`src/rtl/multi_page_shelf_packer_macros.svh`:
```
// assertion macros shared by the shelf packer rtl
`ifndef MULTI_PAGE_SHELF_PACKER_MACROS_SVH
`define MULTI_PAGE_SHELF_PACKER_MACROS_SVH

// same-cycle implication, off during reset
`define MPSP_ASSERT_NOW(lbl, ck, rn, ante, cons, msg) \
  lbl: assert property (@(posedge ck) disable iff (!(rn)) (ante) |-> (cons)) else $error(msg);

// next-cycle implication, off during reset
`define MPSP_ASSERT_NEXT(lbl, ck, rn, ante, cons, msg) \
  lbl: assert property (@(posedge ck) disable iff (!(rn)) (ante) |=> (cons)) else $error(msg);

`endif

```
`src/rtl/mpsp_pkg.sv`:
```
// types, constants and codes of the shelf packer
`timescale 1ns / 1ps
package mpsp_pkg;

  localparam int MAX_PAGES     = 8;
  localparam int MAX_DIMENSION = 4096;

  localparam int DIM_W      = 13;
  localparam int PAD_W      = 8;
  localparam int REQ_W      = DIM_W + 1;
  localparam int SUM_W      = DIM_W + 2;
  localparam int PAGE_W     = (MAX_PAGES > 1) ? $clog2(MAX_PAGES) : 1;
  localparam int CNT_W      = $clog2(MAX_PAGES + 1);
  localparam int OUT_PAGE_W = 3;
  localparam int COORD_W    = 12;
  localparam int STATUS_W   = 2;

  localparam int CFG_ADDR_W = 4;
  localparam int CFG_DATA_W = 32;

  localparam logic [DIM_W-1:0] DIM_SAT       = {DIM_W{1'b1}};
  localparam logic [DIM_W-1:0] PAGE_W_RESET  = DIM_W'(1024);
  localparam logic [DIM_W-1:0] PAGE_H_RESET  = DIM_W'(1024);
  localparam logic [PAD_W-1:0] PAD_RESET     = '0;

  typedef enum logic [STATUS_W-1:0] {
    ST_PLACED    = 2'd0,
    ST_NO_SPACE  = 2'd1,
    ST_EXHAUSTED = 2'd2
  } status_t;

  typedef enum logic [1:0] {
    REG_PAGE_WIDTH  = 2'd0,
    REG_PAGE_HEIGHT = 2'd1,
    REG_PAD         = 2'd2
  } reg_idx_t;

  typedef enum logic [2:0] {
    S_IDLE,
    S_WRAP,
    S_FIT,
    S_OPEN,
    S_EMIT
  } state_t;

  typedef struct packed {
    logic [DIM_W-1:0] page_width;
    logic [DIM_W-1:0] page_height;
    logic [PAD_W-1:0] pad;
  } cfg_t;

  typedef struct packed {
    logic              load_req;
    logic              do_wrap;
    logic              do_place;
    logic              do_open;
    logic              set_result;
    status_t           res_code;
    logic              load_out;
    logic [PAGE_W-1:0] idx;
  } dp_cmd_t;

  typedef struct packed {
    logic             oversize;
    logic             wrap;
    logic             fits;
    logic [CNT_W-1:0] pages_used;
  } dp_sts_t;

  typedef struct packed {
    logic [STATUS_W-1:0]   status;
    logic [OUT_PAGE_W-1:0] page_index;
    logic [COORD_W-1:0]    place_x;
    logic [COORD_W-1:0]    place_y;
  } res_t;

endpackage

```
`src/rtl/mpsp_if.sv`:
```
// valid/ready channel interfaces for requests and placements
`timescale 1ns / 1ps
interface mpsp_in_if;
  logic                       valid;
  logic                       ready;
  logic [mpsp_pkg::DIM_W-1:0] rect_width;
  logic [mpsp_pkg::DIM_W-1:0] rect_height;

  modport source (output valid, output rect_width, output rect_height, input ready);
  modport sink (input valid, input rect_width, input rect_height, output ready);
endinterface

interface mpsp_out_if;
  logic                            valid;
  logic                            ready;
  logic [mpsp_pkg::STATUS_W-1:0]   status;
  logic [mpsp_pkg::OUT_PAGE_W-1:0] page_index;
  logic [mpsp_pkg::COORD_W-1:0]    place_x;
  logic [mpsp_pkg::COORD_W-1:0]    place_y;

  modport source (output valid, output status, output page_index, output place_x,
                  output place_y, input ready);
  modport sink (input valid, input status, input page_index, input place_x,
                input place_y, output ready);
endinterface

```
`src/rtl/mpsp_cfg.sv`:
```
// apb register block: page size and pad
`timescale 1ns / 1ps
module mpsp_cfg (
  input  logic                            clk,
  input  logic                            rst_n,
  input  logic                            psel,
  input  logic                            penable,
  input  logic                            pwrite,
  input  logic [mpsp_pkg::CFG_ADDR_W-1:0] paddr,
  input  logic [mpsp_pkg::CFG_DATA_W-1:0] pwdata,
  output logic [mpsp_pkg::CFG_DATA_W-1:0] prdata,
  output logic                            pready,
  output mpsp_pkg::cfg_t                  cfg
);
  import mpsp_pkg::*;

  logic [DIM_W-1:0] page_width_r, page_width_nxt;
  logic [DIM_W-1:0] page_height_r, page_height_nxt;
  logic [PAD_W-1:0] pad_r, pad_nxt;
  logic             wr_en;
  reg_idx_t         reg_idx;

  assign pready  = 1'b1;
  assign wr_en   = psel && penable && pwrite;
  assign reg_idx = reg_idx_t'(paddr[3:2]);

  always_comb begin
    page_width_nxt  = page_width_r;
    page_height_nxt = page_height_r;
    pad_nxt         = pad_r;
    prdata          = '0;
    case (reg_idx)
      REG_PAGE_WIDTH: begin
        prdata = CFG_DATA_W'(page_width_r);
        if (wr_en) begin
          page_width_nxt = pwdata[DIM_W-1:0];
        end
      end
      REG_PAGE_HEIGHT: begin
        prdata = CFG_DATA_W'(page_height_r);
        if (wr_en) begin
          page_height_nxt = pwdata[DIM_W-1:0];
        end
      end
      REG_PAD: begin
        prdata = CFG_DATA_W'(pad_r);
        if (wr_en) begin
          pad_nxt = pwdata[PAD_W-1:0];
        end
      end
      default: begin
        prdata = '0;
      end
    endcase
  end

  always_ff @(posedge clk) begin
    if (!rst_n) begin
      page_width_r  <= PAGE_W_RESET;
      page_height_r <= PAGE_H_RESET;
      pad_r         <= PAD_RESET;
    end else begin
      page_width_r  <= page_width_nxt;
      page_height_r <= page_height_nxt;
      pad_r         <= pad_nxt;
    end
  end

  assign cfg.page_width  = page_width_r;
  assign cfg.page_height = page_height_r;
  assign cfg.pad         = pad_r;
endmodule

```
`src/rtl/mpsp_dp.sv`:
```
// datapath: per-page cursors, fit tests, result and output registers
`timescale 1ns / 1ps
module mpsp_dp (
  input  logic                       clk,
  input  logic                       rst_n,
  input  mpsp_pkg::cfg_t             cfg,
  input  logic [mpsp_pkg::DIM_W-1:0] rect_width,
  input  logic [mpsp_pkg::DIM_W-1:0] rect_height,
  input  mpsp_pkg::dp_cmd_t          cmd,
  output mpsp_pkg::dp_sts_t          sts,
  output mpsp_pkg::res_t             res_out
);
  import mpsp_pkg::*;

  logic [DIM_W-1:0] cx_r [MAX_PAGES];
  logic [DIM_W-1:0] cy_r [MAX_PAGES];
  logic [DIM_W-1:0] row_r [MAX_PAGES];
  logic [CNT_W-1:0] pages_used_r;

  logic [REQ_W-1:0] rw_r, rh_r;
  res_t             res_r, out_r;

  logic [DIM_W-1:0]  w_clamp, h_clamp;
  logic [DIM_W-1:0]  cur_cx, cur_cy, cur_row;
  logic [SUM_W-1:0]  x_end, y_end, wrap_sum, adv_sum;
  logic [DIM_W-1:0]  wrap_y, adv_x, new_row;
  logic [PAGE_W-1:0] open_idx;

  // page size clamp
  assign w_clamp = (int'(cfg.page_width) > MAX_DIMENSION) ? DIM_W'(MAX_DIMENSION)
                                                          : cfg.page_width;
  assign h_clamp = (int'(cfg.page_height) > MAX_DIMENSION) ? DIM_W'(MAX_DIMENSION)
                                                           : cfg.page_height;

  assign cur_cx  = cx_r[cmd.idx];
  assign cur_cy  = cy_r[cmd.idx];
  assign cur_row = row_r[cmd.idx];

  assign x_end    = SUM_W'(cur_cx) + SUM_W'(rw_r);
  assign y_end    = SUM_W'(cur_cy) + SUM_W'(rh_r);
  assign wrap_sum = SUM_W'(cur_cy) + SUM_W'(cur_row);
  assign adv_sum  = x_end;
  assign wrap_y   = (wrap_sum > SUM_W'(DIM_SAT)) ? DIM_SAT : wrap_sum[DIM_W-1:0];
  assign adv_x    = (adv_sum > SUM_W'(DIM_SAT)) ? DIM_SAT : adv_sum[DIM_W-1:0];
  // rh is bounded by the page height once the fit test passed
  assign new_row  = (rh_r > REQ_W'(cur_row)) ? rh_r[DIM_W-1:0] : cur_row;
  assign open_idx = PAGE_W'(pages_used_r);

  assign sts.oversize   = (rw_r > REQ_W'(w_clamp)) || (rh_r > REQ_W'(h_clamp));
  assign sts.wrap       = x_end > SUM_W'(w_clamp);
  assign sts.fits       = y_end <= SUM_W'(h_clamp);
  assign sts.pages_used = pages_used_r;

  // page state, cleared by reset
  always_ff @(posedge clk) begin
    if (!rst_n) begin
      for (int i = 0; i < MAX_PAGES; i++) begin
        cx_r[i]  <= '0;
        cy_r[i]  <= '0;
        row_r[i] <= '0;
      end
      pages_used_r <= '0;
    end else begin
      if (cmd.do_open) begin
        cx_r[open_idx]  <= '0;
        cy_r[open_idx]  <= '0;
        row_r[open_idx] <= '0;
        pages_used_r    <= pages_used_r + CNT_W'(1);
      end else if (cmd.do_wrap) begin
        cx_r[cmd.idx]  <= '0;
        cy_r[cmd.idx]  <= wrap_y;
        row_r[cmd.idx] <= '0;
      end else if (cmd.do_place) begin
        cx_r[cmd.idx]  <= adv_x;
        row_r[cmd.idx] <= new_row;
      end
    end
  end

  // request, result and output payload
  always_ff @(posedge clk) begin
    if (cmd.load_req) begin
      rw_r <= REQ_W'(rect_width) + REQ_W'(cfg.pad);
      rh_r <= REQ_W'(rect_height) + REQ_W'(cfg.pad);
    end
    if (cmd.set_result) begin
      res_r.status <= STATUS_W'(cmd.res_code);
      if (cmd.res_code == ST_EXHAUSTED) begin
        res_r.page_index <= '0;
      end else begin
        res_r.page_index <= OUT_PAGE_W'(cmd.idx);
      end
      if (cmd.res_code == ST_PLACED) begin
        res_r.place_x <= cur_cx[COORD_W-1:0];
        res_r.place_y <= cur_cy[COORD_W-1:0];
      end else begin
        res_r.place_x <= '0;
        res_r.place_y <= '0;
      end
    end
    if (cmd.load_out) begin
      out_r <= res_r;
    end
  end

  assign res_out = out_r;
endmodule

```
`src/rtl/mpsp_ctrl.sv`:
```
// controller: walks the pages in use, opens a fresh page, hands off results
`timescale 1ns / 1ps
module mpsp_ctrl (
  input  logic              clk,
  input  logic              rst_n,
  input  logic              in_valid,
  output logic              in_ready,
  output logic              out_valid,
  input  logic              out_ready,
  input  mpsp_pkg::dp_sts_t sts,
  output mpsp_pkg::dp_cmd_t cmd
);
  import mpsp_pkg::*;

  state_t            state_r, state_nxt;
  logic [PAGE_W-1:0] idx_r, idx_nxt;
  logic              fresh_r, fresh_nxt;
  logic              out_valid_r, out_valid_nxt;
  logic              more_pages;
  logic              all_used;

  assign more_pages = (CNT_W'(idx_r) + CNT_W'(1)) < sts.pages_used;
  assign all_used   = sts.pages_used == CNT_W'(MAX_PAGES);

  always_ff @(posedge clk) begin
    if (!rst_n) begin
      state_r     <= S_IDLE;
      idx_r       <= '0;
      fresh_r     <= 1'b0;
      out_valid_r <= 1'b0;
    end else begin
      state_r     <= state_nxt;
      idx_r       <= idx_nxt;
      fresh_r     <= fresh_nxt;
      out_valid_r <= out_valid_nxt;
    end
  end

  always_comb begin
    state_nxt      = state_r;
    idx_nxt        = idx_r;
    fresh_nxt      = fresh_r;
    in_ready       = 1'b0;
    cmd            = '0;
    cmd.res_code   = ST_PLACED;
    cmd.idx        = idx_r;
    case (state_r)
      S_IDLE: begin
        in_ready = 1'b1;
        if (in_valid) begin
          cmd.load_req = 1'b1;
          idx_nxt      = '0;
          fresh_nxt    = 1'b0;
          state_nxt    = (sts.pages_used == '0) ? S_OPEN : S_WRAP;
        end
      end
      S_WRAP, S_FIT: begin
        if (state_r == S_WRAP && !sts.oversize) begin
          cmd.do_wrap = sts.wrap;
          state_nxt   = S_FIT;
        end else if (state_r == S_FIT && sts.fits) begin
          cmd.do_place   = 1'b1;
          cmd.set_result = 1'b1;
          cmd.res_code   = ST_PLACED;
          state_nxt      = S_EMIT;
        end else if (fresh_r) begin
          cmd.set_result = 1'b1;
          cmd.res_code   = ST_NO_SPACE;
          state_nxt      = S_EMIT;
        end else if (more_pages) begin
          idx_nxt   = idx_r + PAGE_W'(1);
          state_nxt = S_WRAP;
        end else if (all_used) begin
          cmd.set_result = 1'b1;
          cmd.res_code   = ST_EXHAUSTED;
          state_nxt      = S_EMIT;
        end else begin
          state_nxt = S_OPEN;
        end
      end
      S_OPEN: begin
        cmd.do_open = 1'b1;
        idx_nxt     = PAGE_W'(sts.pages_used);
        fresh_nxt   = 1'b1;
        state_nxt   = S_WRAP;
      end
      S_EMIT: begin
        if (!out_valid_r || out_ready) begin
          cmd.load_out = 1'b1;
          state_nxt    = S_IDLE;
        end
      end
      default: begin
        state_nxt = S_IDLE;
      end
    endcase
  end

  always_comb begin
    if (cmd.load_out) begin
      out_valid_nxt = 1'b1;
    end else if (out_ready) begin
      out_valid_nxt = 1'b0;
    end else begin
      out_valid_nxt = out_valid_r;
    end
  end

  assign out_valid = out_valid_r;
endmodule

```
`src/rtl/multi_page_shelf_packer.sv`:
```
// one page test is a wrap step then a height fit step on the shared cursor adders
// a page that the padded item cannot fit at all skips its fit step
// one item at a time: the next is accepted once the last result is in the output register
// the output register holds a result while the next item is accepted and worked on
// rst_n is synchronous, active low: cursors, page count, config and control registers reset
`timescale 1ns / 1ps
`include "multi_page_shelf_packer_macros.svh"
module multi_page_shelf_packer (
  input  logic                            clk,
  input  logic                            rst_n,
  mpsp_in_if.sink                         in_ch,
  mpsp_out_if.source                      out_ch,
  input  logic                            psel,
  input  logic                            penable,
  input  logic                            pwrite,
  input  logic [mpsp_pkg::CFG_ADDR_W-1:0] paddr,
  input  logic [mpsp_pkg::CFG_DATA_W-1:0] pwdata,
  output logic [mpsp_pkg::CFG_DATA_W-1:0] prdata,
  output logic                            pready
);
  import mpsp_pkg::*;

  cfg_t    cfg;
  dp_cmd_t dp_cmd;
  dp_sts_t dp_sts;
  res_t    res;

  // register block: page width, page height, pad
  mpsp_cfg u_cfg (
    .clk     (clk),
    .rst_n   (rst_n),
    .psel    (psel),
    .penable (penable),
    .pwrite  (pwrite),
    .paddr   (paddr),
    .pwdata  (pwdata),
    .prdata  (prdata),
    .pready  (pready),
    .cfg     (cfg)
  );

  // sequencer: idle, per-page wrap and fit, fresh page open, result hand-off
  mpsp_ctrl u_ctrl (
    .clk       (clk),
    .rst_n     (rst_n),
    .in_valid  (in_ch.valid),
    .in_ready  (in_ch.ready),
    .out_valid (out_ch.valid),
    .out_ready (out_ch.ready),
    .sts       (dp_sts),
    .cmd       (dp_cmd)
  );

  // cursors of every page, padded request, result and output registers
  mpsp_dp u_dp (
    .clk         (clk),
    .rst_n       (rst_n),
    .cfg         (cfg),
    .rect_width  (in_ch.rect_width),
    .rect_height (in_ch.rect_height),
    .cmd         (dp_cmd),
    .sts         (dp_sts),
    .res_out     (res)
  );

  // output item fields
  assign out_ch.status     = res.status;
  assign out_ch.page_index = res.page_index;
  assign out_ch.place_x    = res.place_x;
  assign out_ch.place_y    = res.place_y;

  // one item in flight: no second accept right after an accept
  `MPSP_ASSERT_NEXT(a_one_in_flight, clk, rst_n, in_ch.valid && in_ch.ready, !in_ch.ready, "item accepted while another is in flight")

  // a rejected item carries no coordinates
  `MPSP_ASSERT_NOW(a_reject_zero_xy, clk, rst_n, out_ch.valid && out_ch.status != ST_PLACED, out_ch.place_x == '0 && out_ch.place_y == '0, "rejected item has nonzero coordinates")

  // exhaustion only once every page is open, and it reports page zero
  `MPSP_ASSERT_NOW(a_exhausted_full, clk, rst_n, out_ch.valid && out_ch.status == ST_EXHAUSTED, out_ch.page_index == '0 && dp_sts.pages_used == CNT_W'(MAX_PAGES), "pages exhausted reported with free pages")

  // page count never passes the page limit
  `MPSP_ASSERT_NOW(a_pages_bound, clk, rst_n, 1'b1, dp_sts.pages_used <= CNT_W'(MAX_PAGES), "page count beyond limit")
endmodule

```
`src/flat_wrapper.sv`:
```
// flat-port wrapper written by rule: the top's interface ports become plain ports
module multi_page_shelf_packer_flat import mpsp_pkg::*;
  (clk, rst_n, psel, penable, pwrite, paddr, pwdata, prdata, pready, in_ch_valid, in_ch_rect_width, in_ch_rect_height, in_ch_ready, out_ch_valid, out_ch_status, out_ch_page_index, out_ch_place_x, out_ch_place_y, out_ch_ready);
  mpsp_in_if in_ch_i ();
  mpsp_out_if out_ch_i ();
  input  logic clk;
  input  logic rst_n;
  input  logic psel;
  input  logic penable;
  input  logic pwrite;
  input  logic [mpsp_pkg::CFG_ADDR_W-1:0] paddr;
  input  logic [mpsp_pkg::CFG_DATA_W-1:0] pwdata;
  output logic [mpsp_pkg::CFG_DATA_W-1:0] prdata;
  output logic pready;
  input wire logic [$bits(in_ch_i.valid)-1:0] in_ch_valid;
  input wire logic [$bits(in_ch_i.rect_width)-1:0] in_ch_rect_width;
  input wire logic [$bits(in_ch_i.rect_height)-1:0] in_ch_rect_height;
  output wire logic [$bits(in_ch_i.ready)-1:0] in_ch_ready;
  output wire logic [$bits(out_ch_i.valid)-1:0] out_ch_valid;
  output wire logic [$bits(out_ch_i.status)-1:0] out_ch_status;
  output wire logic [$bits(out_ch_i.page_index)-1:0] out_ch_page_index;
  output wire logic [$bits(out_ch_i.place_x)-1:0] out_ch_place_x;
  output wire logic [$bits(out_ch_i.place_y)-1:0] out_ch_place_y;
  input wire logic [$bits(out_ch_i.ready)-1:0] out_ch_ready;
  assign in_ch_i.valid = in_ch_valid;
  assign in_ch_i.rect_width = in_ch_rect_width;
  assign in_ch_i.rect_height = in_ch_rect_height;
  assign in_ch_ready = in_ch_i.ready;
  assign out_ch_valid = out_ch_i.valid;
  assign out_ch_status = out_ch_i.status;
  assign out_ch_page_index = out_ch_i.page_index;
  assign out_ch_place_x = out_ch_i.place_x;
  assign out_ch_place_y = out_ch_i.place_y;
  assign out_ch_i.ready = out_ch_ready;
  multi_page_shelf_packer u_core (.clk(clk), .rst_n(rst_n), .in_ch(in_ch_i), .out_ch(out_ch_i), .psel(psel), .penable(penable), .pwrite(pwrite), .paddr(paddr), .pwdata(pwdata), .prdata(prdata), .pready(pready));
endmodule
```
`config.mk`:
```
export PLATFORM = sky130hd
export DESIGN_NAME = multi_page_shelf_packer_flat
export DESIGN_NICKNAME = d
export VERILOG_FILES = /design/src/rtl/mpsp_pkg.sv /design/src/rtl/mpsp_if.sv /design/src/rtl/mpsp_cfg.sv /design/src/rtl/mpsp_dp.sv /design/src/rtl/mpsp_ctrl.sv /design/src/rtl/multi_page_shelf_packer.sv /design/src/flat_wrapper.sv
export VERILOG_INCLUDE_DIRS = /design/src /design/src/rtl
export SDC_FILE = /design/constraint.sdc
export NUM_CORES = 1
export LEC_CHECK = 0
export BUFFER_PORTS_ARGS = -buffer_cell sky130_fd_sc_hd__buf_4
export CAP_MARGIN = 5
export CORE_UTILIZATION = 50
export CTS_CLUSTER_SIZE = 25
export DETAILED_ROUTE_END_ITERATION = 8
export PLACE_DENSITY = 0.77
export REMOVE_ABC_BUFFERS = 1
export SYNTH_ARGS = -nofsm -noshare
export SYNTH_HDL_FRONTEND = slang
export SYNTH_SLANG_ARGS = --single-unit
```
`constraint.sdc`:
```
create_clock -name clk -period 23.5 [get_ports clk]
set_input_delay 1.175 -clock clk [delete_from_list [all_inputs] [get_ports clk]]
set_output_delay 1.175 -clock clk [all_outputs]
set_load 0.01 [all_outputs]
```
==> results of run 1 <==
[stage by stage]
stage / cells / power [mW] / hold WS [ns] / util
after CTS: 2670 / 2.99 / 0.416 / 0.567
after floorplan: 1862 / 1.91 / 0.400 / -
after detailed placement: 2583 / 2.28 / 0.405 / 0.536
after global placement: 2583 / 2.24 / 0.405 / 0.536
after global routing: 2670 / 3.16 / 0.419 / 0.567
final: 2671 / 3.01 / 0.418 / 0.567
[critical path: cells and delay by family, from the launching register on]
| family | cells | cell delay [ns] |
|---|---|---|
| adder cells (fa/ha/maj) | 3 | 0.98 |
| XOR/XNOR | 1 | 0.22 |
| flip-flops | 1 | 0.64 |
| multiplexers | 2 | 0.90 |
| AO/OA/AOI/OAI | 10 | 2.81 |
| buffers and inverters | 3 | 1.65 |
| AND/OR/NAND/NOR | 1 | 0.82 |
[sequential cells by signal, indices dropped and copies added (netlist names), named ones only]
register                    cells
u_core.u_dp.rh_r               14
u_core.u_cfg.page_height_r     13
u_core.u_cfg.pad_r              8
u_core.u_dp.cy_r              104
u_core.u_ctrl.state_r           3
u_core.u_ctrl.fresh_r           1
u_core.u_dp.row_r             104
u_core.u_cfg.page_width_r      13
u_core.u_dp.res_out            29
u_core.u_dp.rw_r               14
u_core.u_ctrl.idx_r             3
u_core.u_dp.res_r              29
u_core.u_dp.cx_r              104
u_core.u_dp.pages_used_r        4
u_core.u_ctrl.out_valid         1
[cell type report]
cell class	instances	area [um^2]	share of cell area
inverters	61	229	0.00860
well taps	607	759	0.0285
repair buffers	114	856	0.0321
clock inverters	19	139	0.00521
flip-flops and latches	447	12900	0.486
clock buffers	68	1320	0.0494
multi-input cells	1354	10400	0.390
diodes	1	2.50	0.0000939
[kinds of logic after synthesis]
group | after synthesis
other | 2
buffers and inverters | 205
AOI/OAI and AO/OA | 522
DFF | 447
muxes | 130
adders and majority gates | 131
and+or+nand+nor | 506
xor gates and xnor gates | 45
[worst min-delay path by stage]
stage / startpoint / end / slack (ns) / cells after the start
floorplan: u_core.u_dp.res_r[0] / u_core.u_dp.res_out[0] / 0.40 / 0
global placement: u_core.u_dp.res_r[26] / u_core.u_dp.res_out[26] / 0.40 / 0
detailed placement: u_core.u_dp.res_r[2] / u_core.u_dp.res_out[2] / 0.40 / 0
CTS: u_core.u_dp.res_r[17] / u_core.u_dp.res_out[17] / 0.42 / 0
global route: u_core.u_dp.res_r[17] / u_core.u_dp.res_out[17] / 0.42 / 0
finish: u_core.u_dp.res_r[12] / u_core.u_dp.res_out[12] / 0.42 / 0
[synth_stat cells, drive strengths merged, types with 23 or more instances]
cell type / count
edfxtp: 398
a21oi: 183
nor2: 178
nand2: 140
ha: 126
a211oi: 111
clkbuf: 103
mux4: 78
inv: 58
nand3: 52
dfxtp: 49
o21ai: 44
buf: 41
a21boi: 36
xnor2: 29
mux2: 26
mux2i: 26
nor3: 24
a21o: 23
o41a: 23
[routing by layer]
layer  up-vias  global-route usage
li1       7724                   -
met1      8546               0.358
met2       927               0.435
met3       183              0.0467
met4         0               0.112
met5         -                   0
[power by group]
part           leakage, nW  switching (mW)  internal [mW]
logic                 4.32           0.829          0.460
registers             4.41          0.0582          0.950
clock network        0.695           0.308          0.401
total                 9.43            1.19           1.81
==> impl_metrics.py, run 1 <==
metrics = {
    "place": {
        "io_buffers": 91,
        "dp_hpwl_um": 43500,
        "gp_congestion": 0.934,
        "place_ws_ns": 14.91,
        "placed_cell_area_um2": 25200,
    },
    "clocking": {
        "h-tree-depth": 2,
        "post_cts_resized": 0,
        "clockRootBuffer": "clkbuf_16",
        "numCtsBuffers": 47,
        "cts.sinks": 447,
        "cts_tree": "done",
        "clock_latency_ns": 0.59,
        "path_clk_slew_ns": 0.06,
        "cts.hold.buffers_added": 0,
        "cts_setup_buffers": 0,
        "clockBufferDepth": 3,
    },
    "floorplanning": {
        "io_pins": 133,
        "core-area_um2": 47000,
        "row_count": 79,
        "die_h_um": 221,
        "die-width_um": 221,
        "dieArea_um2": 48900,
        "start_util": 0.512,
    },
    "final_layout": {
        "drive_gt1_frac": 0.152,
        "most-common-layout-cells": "398 x edfxtp_1, 178 x nor2_1, 177 x a21oi_1",
        "final_nets": 2225,
        "n_fill_cell": 3776,
        "area_delta_synth_final_pct": 10.9,
        "final_common_cell": "edfxtp_1",
        "final_area_um2": 26600,
    },
    "sta": {
        "tightestPinTransition_ns": 1.28,
        "clock_skew_ns": 0.0276,
        "fmax_mhz": 115,
        "slew_viol_final": 0,
        "fin_crit_ns": 8.71,
        "setup_tns_ns": 0,
        "period_share": 0.371,
        "slew_headroom": 0.138,
        "rsz0062_at_grt": "false",
        "setup-violations-final": 0,
        "setup_slack_ns": 14.79,
        "final-hold-violation-count": 0,
    },
    "logic_synthesis": {
        "yosys-top-cells-area": "edfxtp_1 50%, mux4_2 7.3%, ha_1 6.6%",
        "yosysTopAreaCell": "edfxtp_1",
        "synth-compound-area-share": 0.148,
        "synth_top_area_share": 0.497,
        "synth_flop_cell": "edfxtp_1",
        "synth_edf_count": 398,
        "async_flop_share": 0,
        "synth_xor_area_frac": 0.0164,
        "synth_fa_ha_area_frac": 0.0698,
        "synth_top_family_by_area": "compound AO/OA/AOI/OAI gates",
        "syn_inst": 1988,
        "ys_seq_area_frac": 0.538,
        "avgSynthCellArea_um2": 12.1,
        "ys_ff_latch": 447,
        "ys_types": 73,
        "synthSimpleGateAreaFrac": 0.0961,
        "synth.area.mux_share": 0.0961,
        "synthesis.area_um2": 24000,
        "yosys_warnings": 0,
    },
    "worst_setup_path": {
        "r2r_slack_ns": 14.79,
        "crit_chain": "buf_4, buf_4, mux4_2, mux2_2, ha_1, fa_1, a211oi_1, o21ai_0, a21o_1, a21oi_1, xnor2_1, ha_1, a211oi_1, o21a_1, o2111ai_1, a311oi_2, a31oi_2, a41oi_2, buf_4, nand3_2",
        "critPathMaxStageDelay_ns": 0.82,
        "path_max_fanout": 30,
        "required_ns": 23.51,
        "critPathArrivalTime_ns": 8.72,
        "cp-end-kind": "flop",
        "cpMostUsedCell": "buf_4",
        "path_class": "reg -> reg",
        "rr_worst_depth": 20,
        "crit_path_end": "u_core.u_dp.row_r[6][4]",
        "cp_slowest_cell": "nand3_2",
        "worst_setup_path_start_kind": "flop",
        "r2r_end": "u_core.u_dp.row_r[6][4]",
    },
    "pwr": {
        "power_density_nw_per_um2": 113,
        "vdd_drop_max_uv": 77.0,
        "power.leakage_nw": 9.43,
    },
    "route": {
        "via_per_inst": 6.51,
        "routedWlPerCell_um": 24.9,
        "wl_met3_um": 5810,
        "vias": 17400,
        "wl_met2_um": 31800,
        "met1_length_um": 26400,
        "drc": 0,
        "drt-total-wl_um": 66400,
        "routed.top_layer": "met4",
        "dr.pass1.iters": 6,
        "drt_iter0_drc": 1959,
        "ant_nets": 0,
    },
    "run_status": {
        "status": "finished clean",
    },
    "grt": {
        "antenna_found_initial": 0,
        "grt_pass1_vias": 17100,
        "grt-ovfl-total": 0,
        "grt_max_degree": 97,
        "grtUsageTotal": 0.268,
        "grt_pass1_wl_um": 100000,
    },
    "min_path": {
        "hold_path.class": "reg -> reg",
    },
    "flow_run": {
        "maxCapViolCount": 0,
    },
}
(Power assumes the default switching activity.)
==> run 2: changes to the inputs <==
==> constraint.sdc (replaced) <==
create_clock -name clk -period 8.8 [get_ports clk]
set_input_delay 0.44 -clock clk [delete_from_list [all_inputs] [get_ports clk]]
set_output_delay 0.44 -clock clk [all_outputs]
set_load 0.01 [all_outputs]
==> run 2 against run 1 <==
Flip-flop and latch count is the same; sequential share of layout area shrank 0.32 points; wire length grew 0.67%; setup slack lost 13 ns; critical path depth is the same; via count grew 0.21%; hold slack lost 0.34 ns.
==> impl_metrics.py, run 2 (synthesis results as in run 1) <==
metrics = {
    "floorplanning": {
        "dieArea_um2": 48900,
        "core-area_um2": 47000,
        "row_count": 79,
        "die_h_um": 221,
        "io_pins": 133,
        "die-width_um": 221,
        "start_util": 0.512,
    },
    "clocking": {
        "path_clk_slew_ns": 0.06,
        "post_cts_resized": 0,
        "clockBufferDepth": 3,
        "cts_tree": "done",
        "h-tree-depth": 2,
        "cts_setup_buffers": 0,
        "cts.hold.buffers_added": 0,
        "cts.sinks": 447,
        "numCtsBuffers": 47,
        "clockRootBuffer": "clkbuf_16",
        "clock_latency_ns": 0.60,
    },
    "route": {
        "dr.pass1.iters": 5,
        "vias": 17400,
        "drt-total-wl_um": 66900,
        "via_per_inst": 6.48,
        "ant_nets": 0,
        "routedWlPerCell_um": 24.9,
        "drc": 0,
        "drt_iter0_drc": 2018,
    },
    "worst_setup_path": {
        "rr_worst_depth": 20,
        "crit_path_end": "u_core.u_dp.row_r[6][8]",
        "r2r_end": "u_core.u_dp.row_r[6][8]",
        "path_class": "reg -> reg",
        "critPathArrivalTime_ns": 7.72,
        "worst_setup_path_start_kind": "flop",
        "cp-end-kind": "flop",
        "required_ns": 9.11,
        "r2r_slack_ns": 1.39,
        "path_max_fanout": 43,
    },
    "final_layout": {
        "n_antenna_cell": 0,
        "top_regs": "u_core.u_dp.cx_r x104, u_core.u_dp.cy_r x104, u_core.u_dp.row_r x104",
        "area_delta_synth_final_pct": 11.6,
        "most-common-layout-cells": "398 x edfxtp_1, 178 x nor2_1, 177 x a21oi_1",
        "final_nets": 2240,
        "final_area_um2": 26800,
        "drive_gt1_frac": 0.159,
        "final_common_cell": "edfxtp_1",
    },
    "place": {
        "dp_hpwl_um": 44300,
        "io_buffers": 91,
        "gp_congestion": 0.951,
        "placed_cell_area_um2": 25300,
    },
    "pwr": {
        "netSwitchingPower_mw": 3.23,
        "share_seq_of_total_power": 0.331,
        "p_int_mw": 4.92,
        "power_density_nw_per_um2": 304,
        "vdd_drop_max_uv": 186,
        "swShare": 0.396,
        "total_power_mw": 8.15,
        "power.leakage_nw": 9.54,
        "power_frac_comb": 0.425,
        "power.clock.fraction": 0.244,
    },
    "sta": {
        "fin_crit_ns": 7.41,
        "setup_tns_ns": 0,
        "tightestPinTransition_ns": 1.15,
        "rsz0062_at_grt": "false",
        "period_share": 0.842,
        "clock_skew_ns": 0.0245,
        "final-hold-violation-count": 0,
        "setup-violations-final": 0,
        "slew_viol_final": 0,
        "fmax_mhz": 135,
        "slew_headroom": 0.233,
        "fin_hold_ws_ns": 0.0778,
    },
    "grt": {
        "grt_pass1_wl_um": 100000,
        "grtUsageTotal": 0.270,
        "grt_pass1_vias": 17100,
        "antenna_found_initial": 0,
        "grt-ovfl-total": 0,
        "grt_max_degree": 97,
    },
    "flow_run": {
        "maxCapViolCount": 0,
    },
    "min_path": {
        "hold_path.class": "in -> reg",
    },
    "run_status": {
        "status": "finished clean",
    },
}
-- run 2: changes by cell type in the layout (fill, tap and decap cells not counted), sizes merged --
| cell | before | now |
|---|---|---|
| diode | 1 | 0 |
| bufinv | 1 | 5 |
| clkinv | 17 | 29 |
| clkbuf | 68 | 56 |
| buf | 114 | 128 |
| clkinvlp | 3 | 1 |
-- run 2: final cells by class --
cell class	count	area, um^2
multi-input combinational	1354	10400
sequential	447	12900
clock buffer	55	1230
inverter	61	229
clock inverter	33	297
timing repair buffer	129	978
fill	3716	20100
tap	607	759
-- run 2: worst min path at each step --
stage          cells after the start  slack, ns                        endpoint             startpoint
3_5_place_dp                       0       0.40         u_core.u_dp.res_out[10]  u_core.u_dp.res_r[10]
3_3_place_gp                       0       0.40          u_core.u_dp.res_out[8]   u_core.u_dp.res_r[8]
2_1_floorplan                      0       0.40          u_core.u_dp.res_out[0]   u_core.u_dp.res_r[0]
5_1_grt                            3       0.09  u_core.u_cfg.page_height_r[10]             pwdata[10]
6_report                           3       0.08  u_core.u_cfg.page_height_r[10]             pwdata[10]
4_1_cts                            3       0.05  u_core.u_cfg.page_height_r[10]             pwdata[10]
-- run 2: stage by stage --
step           instances   util  setup WS, ns
2_1_floorplan       1862      -         -2.29
5_1_grt             2686  0.571         0.989
6_report            2686  0.571          1.39
4_1_cts             2685  0.571          1.43
3_3_place_gp        2597  0.539          1.54
3_5_place_dp        2597  0.539          1.45
-- run 2: power groups by stage --
stage / clock network, mW / registers [mW] / logic, mW
after CTS: 2.00 / 2.70 / 3.40
after detailed placement: 0 / 2.74 / 3.38
after floorplan: 0 / 2.73 / 2.37
after global placement: 0 / 2.73 / 3.31
after global routing: 2.08 / 2.71 / 3.76
final: 1.99 / 2.70 / 3.46
-- run 2: critical path, cell delays in order (launching register included) --
cell and delay [ns]:
dfxtp_4 0.57, buf_12 0.35, mux4_2 0.56, mux2_2 0.33
ha_1 0.23, fa_1 0.43, a211oi_1 0.30, o21ai_0 0.22
nand3_1 0.16, a311oi_1 0.10, nand3b_1 0.23, ha_1 0.35
a211oi_1 0.30, o21a_1 0.18, o2111ai_1 0.14, a311oi_2 0.72
a31oi_2 0.37, a41oi_2 0.68, buf_4 0.38, nand3_1 0.14
buf_4 0.28
-- run 2: routing by layer --
metal  part of all wire  track usage  vias to the layer above  routed length, um
li1                   -            -                     7764                  -
met1               0.39        0.357                     8478              26000
met3              0.095       0.0507                      182               6350
met5                  0            0                        -                  0
met2               0.47        0.436                      992              31700
met4              0.041        0.120                        0               2750
==> run 3: changes to the inputs <==
--- a/config.mk
+++ b/config.mk
@@ -6,6 +6,7 @@
 export SDC_FILE = /design/constraint.sdc
 export NUM_CORES = 1
 export LEC_CHECK = 0
+export ABC_AREA = 1
 export BUFFER_PORTS_ARGS = -buffer_cell sky130_fd_sc_hd__buf_4
 export CAP_MARGIN = 5
 export CORE_UTILIZATION = 50
==> constraint.sdc (replaced) <==
create_clock -name clk -period 7.65 [get_ports clk]
set_input_delay 0.3825 -clock clk [delete_from_list [all_inputs] [get_ports clk]]
set_output_delay 0.3825 -clock clk [all_outputs]
set_load 0.01 [all_outputs]
==> run 3 against run 2 <==
Utilization fell by 1.2 points; critical path depth up 6; power rose by 15%; non-clock buffer count is 12 higher; area after synthesis is 2.8% higher; critical endpoint is now u_core.u_dp.row_r[1][4]; register-to-register slack worse by 0.14 ns.
==> impl_metrics.py, run 3 <==
metrics = {
    "logic_synthesis": {
        "ys_ff_latch": 447,
        "avgSynthCellArea_um2": 9.50,
        "synth_top_area_share": 0.484,
        "yosys-top-cells-area": "edfxtp_1 48%, nor2_1 6.6%, ha_1 6.4%",
        "synth_flop_cell": "edfxtp_1",
        "synthTopCellsByCount": "432 x nor2_1, 398 x edfxtp_1, 299 x nand2_1, 247 x o21ai_0, 228 x inv_1",
        "async_flop_share": 0,
        "ys_seq_area_frac": 0.524,
        "ys_types": 51,
        "yosysTopAreaCell": "edfxtp_1",
        "yosysMostFrequentCell": "nor2_1",
        "syn_inst": 2599,
        "synthesis.area_um2": 24700,
        "yosys_warnings": 0,
        "synth_edf_count": 398,
    },
    "floorplanning": {
        "start_util": 0.506,
        "core-area_um2": 48800,
        "io_pins": 133,
        "die-width_um": 224,
        "die_h_um": 224,
        "dieArea_um2": 50300,
        "row_count": 81,
    },
    "worst_setup_path": {
        "required_ns": 7.89,
        "r2r_end": "u_core.u_dp.row_r[1][4]",
        "critPathMaxStageDelay_ns": 0.58,
        "critPathArrivalTime_ns": 6.64,
        "path_max_fanout": 89,
        "cp_slowest_cell": "inv_4",
        "cpMostUsedCell": "nand2_1",
        "r2r_slack_ns": 1.25,
        "worst_setup_path_start_kind": "flop",
        "rr_worst_depth": 26,
        "cp-end-kind": "flop",
        "crit_path_end": "u_core.u_dp.row_r[1][4]",
        "path_class": "reg -> reg",
    },
    "pwr": {
        "power.leakage_nw": 10.6,
        "vdd_drop_max_uv": 218,
        "power_density_nw_per_um2": 344,
    },
    "final_layout": {
        "final_common_cell": "nor2_1",
        "n_fill_cell": 4231,
        "most-common-layout-cells": "432 x nor2_1, 398 x edfxtp_1, 299 x nand2_1",
        "drive_gt1_frac": 0.134,
        "final_area_um2": 27300,
        "final_nets": 2856,
        "top_regs": "u_core.u_dp.cx_r x104, u_core.u_dp.cy_r x104, u_core.u_dp.row_r x104",
        "area_delta_synth_final_pct": 10.7,
        "final_util": 0.559,
        "n_antenna_cell": 0,
    },
    "sta": {
        "setup-violations-final": 0,
        "rsz0062_at_grt": "false",
        "clock_skew_ns": 0.0229,
        "tightestPinTransition_ns": 0.949,
        "fmax_mhz": 156,
        "setup_tns_ns": 0,
        "slew_headroom": 0.363,
        "fin_crit_ns": 6.40,
        "final-hold-violation-count": 0,
        "period_share": 0.836,
        "slew_viol_final": 0,
    },
    "place": {
        "placed_cell_area_um2": 25900,
        "gp_congestion": 0.946,
        "io_buffers": 91,
        "dp_hpwl_um": 44200,
    },
    "route": {
        "vias": 19300,
        "via_per_inst": 5.75,
        "drt_iter0_drc": 1912,
        "dr.pass1.iters": 5,
        "drt-total-wl_um": 66100,
        "ant_nets": 0,
        "routedWlPerCell_um": 19.7,
        "drc": 0,
    },
    "clocking": {
        "cts.hold.buffers_added": 0,
        "post_cts_resized": 0,
        "clock_latency_ns": 0.59,
        "path_clk_slew_ns": 0.06,
        "clockRootBuffer": "clkbuf_16",
        "numCtsBuffers": 45,
        "cts.sinks": 447,
        "h-tree-depth": 2,
        "cts_tree": "done",
        "clockBufferDepth": 3,
        "cts_setup_buffers": 0,
    },
    "min_path": {
        "hold_path.class": "in -> reg",
    },
    "grt": {
        "grt_pass1_wl_um": 102000,
        "grt_max_degree": 134,
        "grtUsageTotal": 0.262,
        "antenna_found_initial": 0,
        "grt-ovfl-total": 0,
        "grt_pass1_vias": 18700,
    },
    "flow_run": {
        "maxCapViolCount": 0,
    },
    "run_status": {
        "status": "finished clean",
    },
}
==> run 3: cell count changes after synthesis, sizes merged, moves of 36 or more <==
cell	change
nor3	+201
a21oi	-86
mux4	-78
inv	+174
o21ai	+247
nand2	+180
clkbuf	-38
a21boi	-36
nor2	+262
a211oi	-110
o22ai	+75
buf	+43
==> run 3: critical path: cells and delay by family (launching register included) <==
kind            cells  cell delay (ns)
simple gates       12             1.76
compound gates      5             0.96
buf+inv             5             1.67
xor+xnor            1             0.18
fa+ha+maj           3             1.03
flops               1             0.36
==> run 3: worst min path at each step <==
| stage | to | depth (start not counted) | slack, ns | startpoint |
|---|---|---|---|---|
| floorplan | u_core.u_dp.res_out[0] | 0 | 0.40 | u_core.u_dp.res_r[0] |
| global placement | u_core.u_dp.res_out[1] | 0 | 0.40 | u_core.u_dp.res_r[1] |
| detailed placement | u_core.u_dp.res_out[0] | 0 | 0.41 | u_core.u_dp.res_r[0] |
| CTS | u_core.u_cfg.page_height_r[10] | 3 | 0.03 | pwdata[10] |
| global route | u_core.u_cfg.page_height_r[10] | 3 | 0.05 | pwdata[10] |
| finish | u_core.u_cfg.page_height_r[10] | 3 | 0.05 | pwdata[10] |
==> run 3: cell type report <==
class | instances | area [um^2] | share of cell area
Clock buffer | 60 | 1260 | 0.0460
Clock inverter | 24 | 179 | 0.00655
Inverter | 237 | 892 | 0.0326
Multi-Input combinational cell | 1784 | 10100 | 0.370
Sequential cell | 447 | 12900 | 0.473
Tap cell | 664 | 831 | 0.0304
Timing Repair Buffer | 141 | 1110 | 0.0406
==> run 3: cells by family (layout without fill, tap and decap cells) <==
logic type / Yosys count / after routing / synth area share
AND/OR/NAND/NOR: 1063 / 1063 / 0.201
adder cells (fa/ha/maj): 131 / 131 / 0.0679
flip-flops: 447 / 447 / 0.524
buffers and inverters: 386 / 462 / 0.0712
other: 2 / 20 / 0.000304
AO/OA/AOI/OAI: 516 / 516 / 0.117
XOR/XNOR: 54 / 54 / 0.0192
==> run 3: where the power goes <==
part / switching, mW / internal [mW] / total, mW / leakage, nW
clock: 0.947 / 1.23 / 2.17 / 0.701
combinational: 2.84 / 1.39 / 4.24 / 5.47
sequential: 0.0998 / 2.88 / 2.98 / 4.41
total: 3.89 / 5.50 / 9.39 / 10.6
==> run 3: through the flow <==
stage	setup WS, ns	power [mW]	std cells	hold slack (ns)
after global routing	0.798	10.0	3357	0.0477
final	1.25	9.39	3357	0.0535
after CTS	1.29	9.36	3357	0.0274
after detailed placement	1.28	7.19	3273	0.406
after floorplan	-4.00	5.95	2468	0.400
after global placement	1.49	7.05	3273	0.402
==> run 3: per-layer routing <==
layer	vias up	part of all wire	wire, um	global-route usage
met2	895	0.49	32300	0.442
met1	9139	0.40	26200	0.334
li1	9083	-	-	-
met4	0	0.042	2780	0.125
met3	187	0.074	4920	0.0349
met5	-	0	0	0
